<file path="src/rtl/fdsf_pkg.sv">
// Shared types and constants for the first-duplicate stream filter.
package fdsf_pkg;

    // Controller states.
    typedef enum logic [1:0] {
        ST_IDLE,
        ST_SCAN,
        ST_PUT_FIRST,
        ST_PUT_SECOND
    } fdsf_state_t;

    // Control flags of a probe travelling down the cell row.
    typedef struct packed {
        logic valid;
        logic hit;
        logic placed;
    } fdsf_tok_ctl_t;

    // Register file.
    localparam int unsigned  REG_ADDR_W     = 3;
    localparam logic [0:0]   REG_KEY_MASK   = 1'b0;
    localparam logic [31:0]  KEY_MASK_RESET = 32'hFFFF_FFFF;

endpackage

</file>
<file path="src/rtl/fdsf_cell.sv">
// One cell of the seen-value row: holds one stored value and checks each passing probe.
module fdsf_cell #(
    parameter int unsigned VW = 32,
    parameter int unsigned CW = 7
) (
    input  logic                   clk,
    input  logic                   rst_n,
    input  logic [VW-1:0]          kmask,
    input  fdsf_pkg::fdsf_tok_ctl_t ctl_in,
    input  logic [VW-1:0]          value_in,
    input  logic [VW-1:0]          hit_value_in,
    input  logic [CW-1:0]          rem_in,
    output fdsf_pkg::fdsf_tok_ctl_t ctl_out,
    output logic [VW-1:0]          value_out,
    output logic [VW-1:0]          hit_value_out,
    output logic [CW-1:0]          rem_out
);

    logic [VW-1:0]           entry_reg;
    fdsf_pkg::fdsf_tok_ctl_t ctl_reg;
    fdsf_pkg::fdsf_tok_ctl_t ctl_next;
    logic [VW-1:0]           value_reg;
    logic [VW-1:0]           hit_value_reg;
    logic [VW-1:0]           hit_value_next;
    logic [CW-1:0]           rem_reg;
    logic [CW-1:0]           rem_next;
    logic                    occupied;
    logic                    match;
    logic                    store;

    // rem_in counts the filled cells still ahead, this one included
    assign occupied = (rem_in != '0);
    assign match    = ctl_in.valid && occupied && !ctl_in.hit
                      && ((entry_reg & kmask) == (value_in & kmask));
    assign store    = ctl_in.valid && !occupied && !ctl_in.hit && !ctl_in.placed;

    always_comb
    begin
        ctl_next.valid  = ctl_in.valid;
        ctl_next.hit    = ctl_in.hit | match;
        ctl_next.placed = ctl_in.placed | store;
        hit_value_next  = match ? entry_reg : hit_value_in;
        rem_next        = occupied ? (rem_in - CW'(1)) : '0;
    end

    always_ff @(posedge clk)
    begin
        if (store)
        begin
            entry_reg <= value_in;
        end
    end

    always_ff @(posedge clk or negedge rst_n)
    begin
        if (!rst_n)
        begin
            ctl_reg <= '0;
        end
        else
        begin
            ctl_reg <= ctl_next;
        end
    end

    always_ff @(posedge clk)
    begin
        value_reg     <= value_in;
        hit_value_reg <= hit_value_next;
        rem_reg       <= rem_next;
    end

    assign ctl_out       = ctl_reg;
    assign value_out     = value_reg;
    assign hit_value_out = hit_value_reg;
    assign rem_out       = rem_reg;

endmodule

</file>
<file path="config.mk">
export PLATFORM = sky130hd
export DESIGN_NAME = fdsf_cell
export DESIGN_NICKNAME = d
export VERILOG_FILES = /design/src/rtl/fdsf_pkg.sv /design/src/rtl/fdsf_cell.sv
export SDC_FILE = /design/constraint.sdc
export NUM_CORES = 1
export LEC_CHECK = 0
export ABC_AREA = 1
export BUFFER_PORTS_ARGS = -buffer_cell sky130_fd_sc_hd__buf_2
export CORE_MARGIN = 2
export CORE_UTILIZATION = 50
export CTS_CLUSTER_SIZE = 24
export DETAILED_ROUTE_END_ITERATION = 16
export PLACE_DENSITY = 0.92
export SLEW_MARGIN = 25
export SYNTH_ARGS = -nofsm -noshare
export SYNTH_HDL_FRONTEND = slang
export SYNTH_SLANG_ARGS = --single-unit
export TNS_END_PERCENT = 50
</file>
<file path="constraint.sdc">
create_clock -name clk -period 3.74 [get_ports clk]
set_clock_uncertainty 0.05 [all_clocks]
set_input_delay 0.374 -clock clk [delete_from_list [all_inputs] [get_ports clk]]
set_output_delay 0.374 -clock clk [all_outputs]
set_load 0.005 [all_outputs]
</file>
==> impl_metrics.yaml, run 1 <==
run_status:
  outcome: "finished clean"
min_path:
  hp-class: "input port to flop"
power_and_ir_drop:
  comb_power_share: 0.094
  power_frac_seq: 0.582
  pwr-share-clk: 0.325
  power.density_nw_per_um2: 415
  vdd_drop_max_v: 0.000232
  switching_share: 0.239
  leakagePower_uw: 0.00272
  p_int_uw: 1620
  power.switching_uw: 508
floorplanning:
  die_y_um: 92.6
  placement_rows: 32
  dieArea_um2: 8580
  core-area_um2: 7690
  top_level_ports: 182
  initial_utilization: 0.511
  die_w_um: 92.6
global_route:
  grt_pass1_vias: 3597
  overflow: 0
  grt_pass1_wl_um: 16000
  gr-usage-all-layers: 0.235
  antenna_found_initial: 0
  grt_start_max_net_pins: 34
finish:
  seq_area_um2: 2460
  antenna_cells: 0
  multi_input_area_um2: 1180
  layoutNonFillerInstCount: 721
  layout-drive-gt1-share: 0.336
  syn2layout_area_growth_pct: 30.2
  n_fill_cell: 653
  utilization: 0.666
  design_area_um2: 5120
  final_nets: 724
timing:
  hold_viol_final: 0
  finalSetupViolations: 0
  worst_pin_slew_ns: 0.966
  maxSlewViolCount: 0
  period_minus_slack_ns: 2.38
  fmax_ghz: 0.420
  rsz0062_at_grt: "false"
  slew_headroom: 0.355
  final.setup.tns_ns: 0
  period_share: 0.637
detailed_routing:
  wire_per_inst_um: 13.4
  initialDrtViolationCount: 95
  vias_per_cell: 4.89
  vias: 3526
  drt-total-wl_um: 9640
  route.detailed.drc: 0
  final_antenna_net_count: 0
  drt_pass1_iterations: 4
synthesis:
  yosysSeqAreaShare: 0.625
  ys.flop_type: "dfxtp_1"
  yosysWarnings: 0
  synth_top_cell_by_area: "dfxtp_1"
  synth_area_leaders: "dfxtp_1, edfxtp_1, nand2_1"
  synth-async-reset-ratio: 0.0283
  synth.most_common_cell: "nand2_1"
  yosysTopAreaCellShare: 0.362
  synth_nets: 541
  syn_avg_cell_area_um2: 9.12
  synth-edff-count: 32
  yosys.cell_types.count: 24
  synth_common_cells: "nand2_1, dfxtp_1, inv_1"
  synth_cells: 431
  syn_area_um2: 3930
  ys_ff_latch: 106
clocking:
  cts.reportedPaths.clkPinSlew_ns: 0.10
  cts-root-buf: "clkbuf_8"
  cts_tree: "yes"
  clockBufferDepth: 2
  cts.sinks: 106
  clkLatencyLatePin_ns: 0.35
  numCtsBuffers: 9
  htreeDepth: 3
worst_setup_path:
  cp_cell_sequence: "or2_1, nand3_1, nand2_1, nor2_2, nand2_2, nor2_8, nand3_4, nand2_1, nand2_1"
  slowest_delay_ns: 0.45
  crit_type: "flop to flop"
  crit_top_cell: "nand2_1"
  worst-endpoint-required_ns: 3.93
  cpMaxStageDelayCell: "nand3_4"
  worstPathArrival_ns: 2.57
  start_kind: "flop"
  critPathCaptureType: "flop"
  cp_max_fo: 33
place:
  portBuffers: 181
  dp_hpwl_um: 7390
  dp_cells: 704
  dpl_cell_area_um2: 4900
  routabilityCongestion: 0.830
run:
  maxCapViolations: 0
==> per-stage QoR <==
stage / setup WS, ns / total power, uW / hold WS [ns]
4_1_cts: 1.35 / 2140 / 0.0827
2_1_floorplan: 0.950 / 1330 / 0.0284
5_1_grt: 1.10 / 2210 / 0.0760
3_5_place_dp: 1.25 / 1460 / 0.122
6_report: 1.36 / 2120 / 0.0959
3_3_place_gp: 1.39 / 1450 / 0.120
==> worst max-delay path, delay by kind of cell (launching register included) <==
family	cells	cell delay [ns]
simple gates	9	1.77
flops	1	0.43
==> power groups by stage <==
stage | Clock (uW) | Combinational (uW) | Sequential (uW)
global placement | 0 | 191 | 1260
floorplan | 0 | 62.5 | 1270
global route | 743 | 225 | 1240
detailed placement | 0 | 199 | 1260
finish | 690 | 199 | 1240
CTS | 703 | 201 | 1240
==> area by class of cell <==
cell class	instances	share of cell area
clock inverters	6	0.0105
inverters	59	0.0433
clock buffers	10	0.0291
repair buffers	184	0.182
well taps	102	0.0249
multi-input cells	254	0.230
flip-flops and latches	106	0.480
==> placed cells by master, fill, tap and decap left out <==
master and count:
clkbuf_16 1, clkbuf_8 9, nand3_4 1, nand3_1 25, a21oi_1 6, nor2_1 22
nor2_8 1, inv_6 2, o21ai_1 6, buf_2 181, nand2_1 144, inv_1 58
nor2_2 1, nor2_4 3, clkinvlp_4 1, inv_8 1, dfxtp_1 71, ha_1 2
o21a_1 1, clkinv_4 2, buf_4 2, or2_2 1, or2_1 2, dlygate4sd3_1 1
edfxtp_1 32, nand2_2 1, o21ai_0 4, inv_2 1, nand4_1 34, dfrtp_1 3
==> per-layer routing <==
metal  up-vias  global-route usage  part of all wire
met5         -                   0                 0
met4         0              0.0735             0.014
met3        14              0.0602             0.086
met2       151               0.443              0.53
met1      1621               0.258              0.37
li1       1740                   -                 -
==> what timing repair did <==
| item | CTS | global route |
|---|---|---|
| resized for setup | 0 | 0 |
| hold buffers | 1 | 0 |
| endpoints found under the hold margin | 3 | 0 |
| setup buffers | 0 | 0 |
| endpoints found under the setup margin | 0 | 0 |
==> logic make-up (layout without fill, tap and decap cells) <==
| group | count (synthesis) | count (layout) | share of synthesized area |
|---|---|---|---|
| and+or+nand+nor | 235 | 235 | 0.268 |
| DFF | 106 | 106 | 0.625 |
| buffers and inverters | 71 | 259 | 0.0783 |
| AOI/OAI and AO/OA | 17 | 17 | 0.0223 |
| adders and majority gates | 2 | 2 | 0.00637 |
==> path summary, 6_finish.rpt <==
| kind | from | to | slack, ns | cells past startpoint |
|---|---|---|---|---|
| setup / recovery | entry_reg[31]$_DFFE_PP_ | hit_value_out[18]$_DFF_P_ | 1.36 | 9 |
| max in group asynchronous | rst_n | ctl_out[1]$_DFF_PN0_ | 3.24 | 2 |
| hold reg to reg | entry_reg[28]$_DFFE_PP_ | hit_value_out[28]$_DFF_P_ | 0.50 | 2 |
| setup reg to reg | entry_reg[31]$_DFFE_PP_ | hit_value_out[18]$_DFF_P_ | 1.36 | 9 |
| hold / removal | ctl_in[2] | ctl_out[2]$_DFF_PN0_ | 0.1 | 1 |
| min in group asynchronous | rst_n | ctl_out[2]$_DFF_PN0_ | 0.30 | 2 |
(Power assumes the default switching activity.)
==> run 2: changes to the inputs <==
CORE_UTILIZATION = 46   (was 50)
PLACE_DENSITY = 0.86   (was 0.92)
clock period = 2.45 ns   (was 3.74 ns; I/O delays follow)
==> run 2 against run 1 <==
Sequential share of layout area shrank 3.2 points. Via count grew 4.5%. Critical path depth up 2. Wire length up 10%. Design area grew 7.1%. Non-clock buffer count rose by 39. First-iteration DRC count up 19%. Die area grew 8.3%. Global-route usage shrank 0.78 points.
==> impl_metrics.yaml, run 2 (synthesis results as in run 1) <==
detailed_routing:
  initialDrtViolationCount: 113
  wire_per_inst_um: 13.9
  route.detailed.drc: 0
  drt_pass1_iterations: 6
  vias_per_cell: 4.83
  vias: 3686
  final_antenna_net_count: 0
  drt-total-wl_um: 10600
worst_setup_path:
  cp_max_fo: 33
  reg2reg_depth: 9
  critPathCaptureType: "flop"
  crit_type: "input port to flop"
  cpMaxStageDelayCell: "dlygate4sd3_1"
  crit_top_cell: "nand2_1"
  r2r_end: "hit_value_out[11]$_DFF_P_"
  cp_cell_sequence: "dlygate4sd3_1, buf_2, or2_1, nand3_1, nand2_1, nor2_2, nand2_2, nor2_8, nand3_4, nand2_1, nand2_1"
  start_kind: "input port"
  critPathLaunch: "value_in[28]"
  worstPathArrival_ns: 2.41
  worstSetupPathDepth: 11
  cp_top_family: "simple AND/OR/NAND/NOR gates"
  slowest_delay_ns: 0.54
  worst-endpoint-required_ns: 2.64
  rrSetupSlack_ns: 0.34
  path_buf_inv: 2
  endpoint: "hit_value_out[11]$_DFF_P_"
  reg2reg_from: "entry_reg[28]$_DFFE_PP_"
global_route:
  grt_start_max_net_pins: 34
  overflow: 0
  grt_pass1_wl_um: 16100
  grt_pass1_vias: 3760
  antenna_found_initial: 0
  gr-usage-all-layers: 0.227
finish:
  layoutNonFillerInstCount: 763
  antenna_cells: 0
  layout-drive-gt1-share: 0.321
  final_nets: 763
  seq_area_um2: 2460
  n_fill_cell: 694
  syn2layout_area_growth_pct: 39.5
  multi_input_area_um2: 1180
  layout_common_cells: "buf_2, nand2_1, dfxtp_1"
  layout_commonest_cell: "buf_2"
floorplanning:
  top_level_ports: 182
  initial_utilization: 0.476
  dieArea_um2: 9300
  placement_rows: 33
  die_w_um: 96.4
  die_y_um: 96.4
  core-area_um2: 8260
timing:
  rsz0062_at_grt: "false"
  period_minus_slack_ns: 2.22
  final.setup.tns_ns: 0
  finalSetupViolations: 0
  maxSlewViolCount: 0
  period_share: 0.905
  worst_pin_slew_ns: 0.422
  fmax_ghz: 0.451
  hold_viol_final: 0
  slew_headroom: 0.719
  whs_ns: 0.0202
run_status:
  outcome: "finished clean"
clocking:
  cts-hold-fix-buffers: 35
  cts-root-buf: "clkbuf_8"
  cts.reportedPaths.clkPinSlew_ns: 0.10
  numCtsBuffers: 9
  cts.repair.resized: 0
  clkLatencyLatePin_ns: 0.36
  cts.sinks: 106
  postCtsSetupBuffers: 0
  clockBufferDepth: 2
  cts_tree: "yes"
  htreeDepth: 3
place:
  routabilityCongestion: 0.791
  portBuffers: 181
  dp_cells: 711
  dp_hpwl_um: 7690
run:
  maxCapViolations: 0
power_and_ir_drop:
  vdd_drop_max_v: 0.000330
  leakagePower_uw: 0.00287
  power.density_nw_per_um2: 584
min_path:
  hp-class: "input port to flop"
## run 2: cell types whose count changed in the layout (fill, tap and decap cells not counted)
cell,previous run,this run
inv_6,2,1
clkbuf_16,1,0
buf_12,0,1
clkbuf_1,0,1
buf_4,2,5
clkinv_2,0,2
inv_8,1,0
dlygate4sd3_1,1,36
## run 2: worst min path at each step
stage                      from                   endpoint  slack (ns)  cells past startpoint
2_1_floorplan             rst_n       ctl_out[0]$_DFF_PN0_       -0.10                      0
3_3_place_gp              rst_n       ctl_out[2]$_DFF_PN0_      -0.009                      1
3_5_place_dp              rst_n       ctl_out[2]$_DFF_PN0_      -0.005                      1
4_1_cts               rem_in[0]      rem_out[0]$_SDFF_PN0_      0.0001                      2
5_1_grt        hit_value_in[19]  hit_value_out[19]$_DFF_P_        0.01                      3
6_report       hit_value_in[25]  hit_value_out[25]$_DFF_P_        0.02                      3
## run 2: worst register-to-register path, stage by stage, from the launching register on
cell	delay [ns]
edfxtp_1	0.42
or2_1	0.24
nand3_1	0.06
nand2_1	0.06
nor2_2	0.13
nand2_2	0.10
nor2_8	0.24
nand3_4	0.40
nand2_1	0.20
nand2_1	0.07
## run 2: where the power goes
part | total [uW] | switching (uW) | internal (uW)
clock | 960 | 585 | 374
combinational | 353 | 168 | 185
sequential | 1890 | 14.8 | 1870
total | 3200 | 768 | 2430
## run 2: through the flow
stage          worst slack [ns]  utilization  cell area (um^2)  power [uW]
6_report                  0.233        0.664              5480        3200
5_1_grt                  0.0238        0.664              5480        3340
4_1_cts                   0.204        0.663              5470        3230
3_5_place_dp              0.329        0.599              4950        2240
3_3_place_gp              0.427        0.599              4950        2220
2_1_floorplan             0.313            -              3930        2040
## run 2: layout make-up
cell class / count / share of cell area
sequential: 106 / 0.448
timing repair buffer: 223 / 0.241
multi-input combinational: 254 / 0.215
inverter: 59 / 0.0404
tap: 105 / 0.0240
clock buffer: 10 / 0.0233
clock inverter: 6 / 0.00799
## run 2: metal layers
| layer | vias up | GRT usage | wire, um |
|---|---|---|---|
| met4 | 0 | 0.101 | 279 |
| met3 | 26 | 0.0729 | 963 |
| met2 | 169 | 0.413 | 5370 |
| li1 | 1823 | - | - |
| met5 | - | 0 | 0 |
| met1 | 1668 | 0.240 | 3990 |
==> run 3: changes to the inputs <==
ABC_AREA = not set   (was 1)
CORE_UTILIZATION = 45   (was 46)
clock period = 2.2 ns   (was 2.45 ns; I/O delays follow)
==> run 3 against run 2 <==
Die area down 5.3%. The flow now finishes with violations (negative setup slack). Synthesized cell count down 48%. Largest cell class unchanged. Total power up 13%. Largest power group unchanged. Final cell count down 24%.
==> impl_metrics.yaml, run 3 <==
run_status:
  outcome: "finished with violations"
  violations: "negative setup slack"
timing:
  maxSlewViolCount: 0
  period_minus_slack_ns: 2.32
  whs_ns: 0.0233
  setup_slack_ns: -0.123
  hold_viol_final: 0
  worst_pin_slew_ns: 0.233
  rsz0062_at_grt: "true"
  slew_headroom: 0.843
  period_share: 1.06
  finalSetupViolations: 32
  fmax_ghz: 0.430
global_route:
  gr-usage-all-layers: 0.197
  overflow: 0
  antenna_found_initial: 0
  grt_pass1_vias: 2755
  grt_start_max_net_pins: 21
  grt_pass1_wl_um: 13100
detailed_routing:
  route.detailed.drc: 0
  wire_per_inst_um: 15.2
  vias_per_cell: 4.62
  final_antenna_net_count: 0
  drt_pass1_iterations: 4
  vias: 2695
  drt-total-wl_um: 8850
  initialDrtViolationCount: 58
finish:
  layoutNonFillerInstCount: 583
  antenna_cells: 0
  syn2layout_area_growth_pct: 46.9
  layout-drive-gt1-share: 0.584
  seq_area_um2: 2460
  layout_commonest_cell: "buf_2"
  layout_common_cells: "buf_2, dfxtp_1, buf_4"
  final_nets: 586
  n_fill_cell: 581
  multi_input_area_um2: 1110
  utilization: 0.687
  design_area_um2: 5340
floorplanning:
  placement_rows: 32
  core-area_um2: 7770
  die_y_um: 93.8
  top_level_ports: 182
  dieArea_um2: 8810
  initial_utilization: 0.468
  die_w_um: 93.8
worst_setup_path:
  critPathCaptureType: "flop"
  worst-endpoint-required_ns: 2.39
  cp_max_fo: 20
  crit_type: "flop to flop"
  critPathLaunch: "entry_reg[8]$_DFFE_PP_"
  reg2reg_from: "entry_reg[8]$_DFFE_PP_"
  start_kind: "flop"
  worstPathArrival_ns: 2.51
power_and_ir_drop:
  leakagePower_uw: 0.00260
  power.density_nw_per_um2: 678
  vdd_drop_max_v: 0.000428
clocking:
  numCtsBuffers: 9
  cts_tree: "yes"
  htreeDepth: 3
  clkLatencyLatePin_ns: 0.36
  cts.reportedPaths.clkPinSlew_ns: 0.12
  clockBufferDepth: 2
  cts.sinks: 106
  cts-root-buf: "clkbuf_8"
synthesis:
  yosysTopAreaCellShare: 0.391
  syn_area_um2: 3630
  synth_top_cell_by_area: "dfxtp_1"
  synth_common_cells: "dfxtp_1, xor2_1, edfxtp_1"
  ys_ff_latch: 106
  synth.most_common_cell: "dfxtp_1"
  synth-edff-count: 32
  synth_area_leaders: "dfxtp_1, edfxtp_1, mux2_4"
  yosysSeqAreaShare: 0.677
  synth_nets: 336
  synth-async-reset-ratio: 0.0283
  ys.flop_type: "dfxtp_1"
  syn_avg_cell_area_um2: 16.1
  synth_cells: 226
  yosysWarnings: 0
  yosys.cell_types.count: 28
min_path:
  hp-start: "value_in[5]"
  hp-class: "input port to flop"
place:
  dp_hpwl_um: 6780
  dp_cells: 546
  pre_cts_slack_ns: -0.514
  routabilityCongestion: 0.845
  dpl_cell_area_um2: 4940
  portBuffers: 181
run:
  maxCapViolations: 0
[run 3: changes by cell type after synthesis, sizes merged, moves of 19 or more]
cell	change
mux2	+32
nand2	-143
inv	-57
xor2	+34
nand3	-23
nand4	-31
nor2	-19
[run 3: metal layers]
layer	routed length, um	vias to the layer above	GRT usage
li1	-	1299	-
met4	109	0	0.0700
met5	0	-	0
met3	576	10	0.0457
met1	3280	1284	0.212
met2	4880	102	0.373
[run 3: stage by stage]
step	total power (uW)	setup TNS, ns
after detailed placement	2510	-16.02
after floorplan	2260	-3.70
final	3620	-3.28
after CTS	3660	-3.86
after global routing	3780	-6.19
after global placement	2500	-15.50
[run 3: final cells by class]
class | instances | area share
well taps | 102 | 0.0239
flip-flops and latches | 106 | 0.460
clock inverters | 6 | 0.00891
inverters | 2 | 0.00141
clock buffers | 10 | 0.0258
repair buffers | 244 | 0.271
multi-input cells | 113 | 0.208
[run 3: final timing paths]
path	to	slack, ns	cells past startpoint
setup / recovery	hit_value_out[19]$_DFF_P_	-0.12	7
hold / removal	value_out[5]$_DFF_P_	0.02	2
setup reg to reg	hit_value_out[19]$_DFF_P_	-0.12	7
hold reg to reg	hit_value_out[12]$_DFF_P_	0.47	1
max in group asynchronous	ctl_out[1]$_DFF_PN0_	1.83	2
min in group asynchronous	ctl_out[0]$_DFF_PN0_	0.16	2
[run 3: what timing repair did]
action,in CTS,in global routing
hold buffers,17,0
pin swaps,2,1
hold endpoints to repair,20,0
buffers inserted,2,2
gates resized for setup,3,0
endpoints found under the setup margin,33,32
[run 3: power breakdown]
group | internal, uW | switching (uW) | total (uW)
logic | 238 | 153 | 391
clock network | 458 | 667 | 1130
registers | 2090 | 17.6 | 2100
[run 3: kinds of logic (layout without fill, tap and decap cells)]
logic type | Yosys count | in the layout | share of synthesized area
flops | 106 | 106 | 0.677
xor+xnor | 36 | 36 | 0.0868
mux | 32 | 32 | 0.129
simple gates | 25 | 25 | 0.0358
compound gates | 18 | 18 | 0.0400
buf+inv | 7 | 262 | 0.0248
fa+ha+maj | 2 | 2 | 0.00689
[run 3: critical path, stage by stage, from the launching register on]
cell	delay, ns
edfxtp_1	0.42
xor2_1	0.17
a22o_1	0.23
a221oi_2	0.21
nand4_1	0.15
or4_4	0.48
buf_12	0.20
mux2_4	0.30
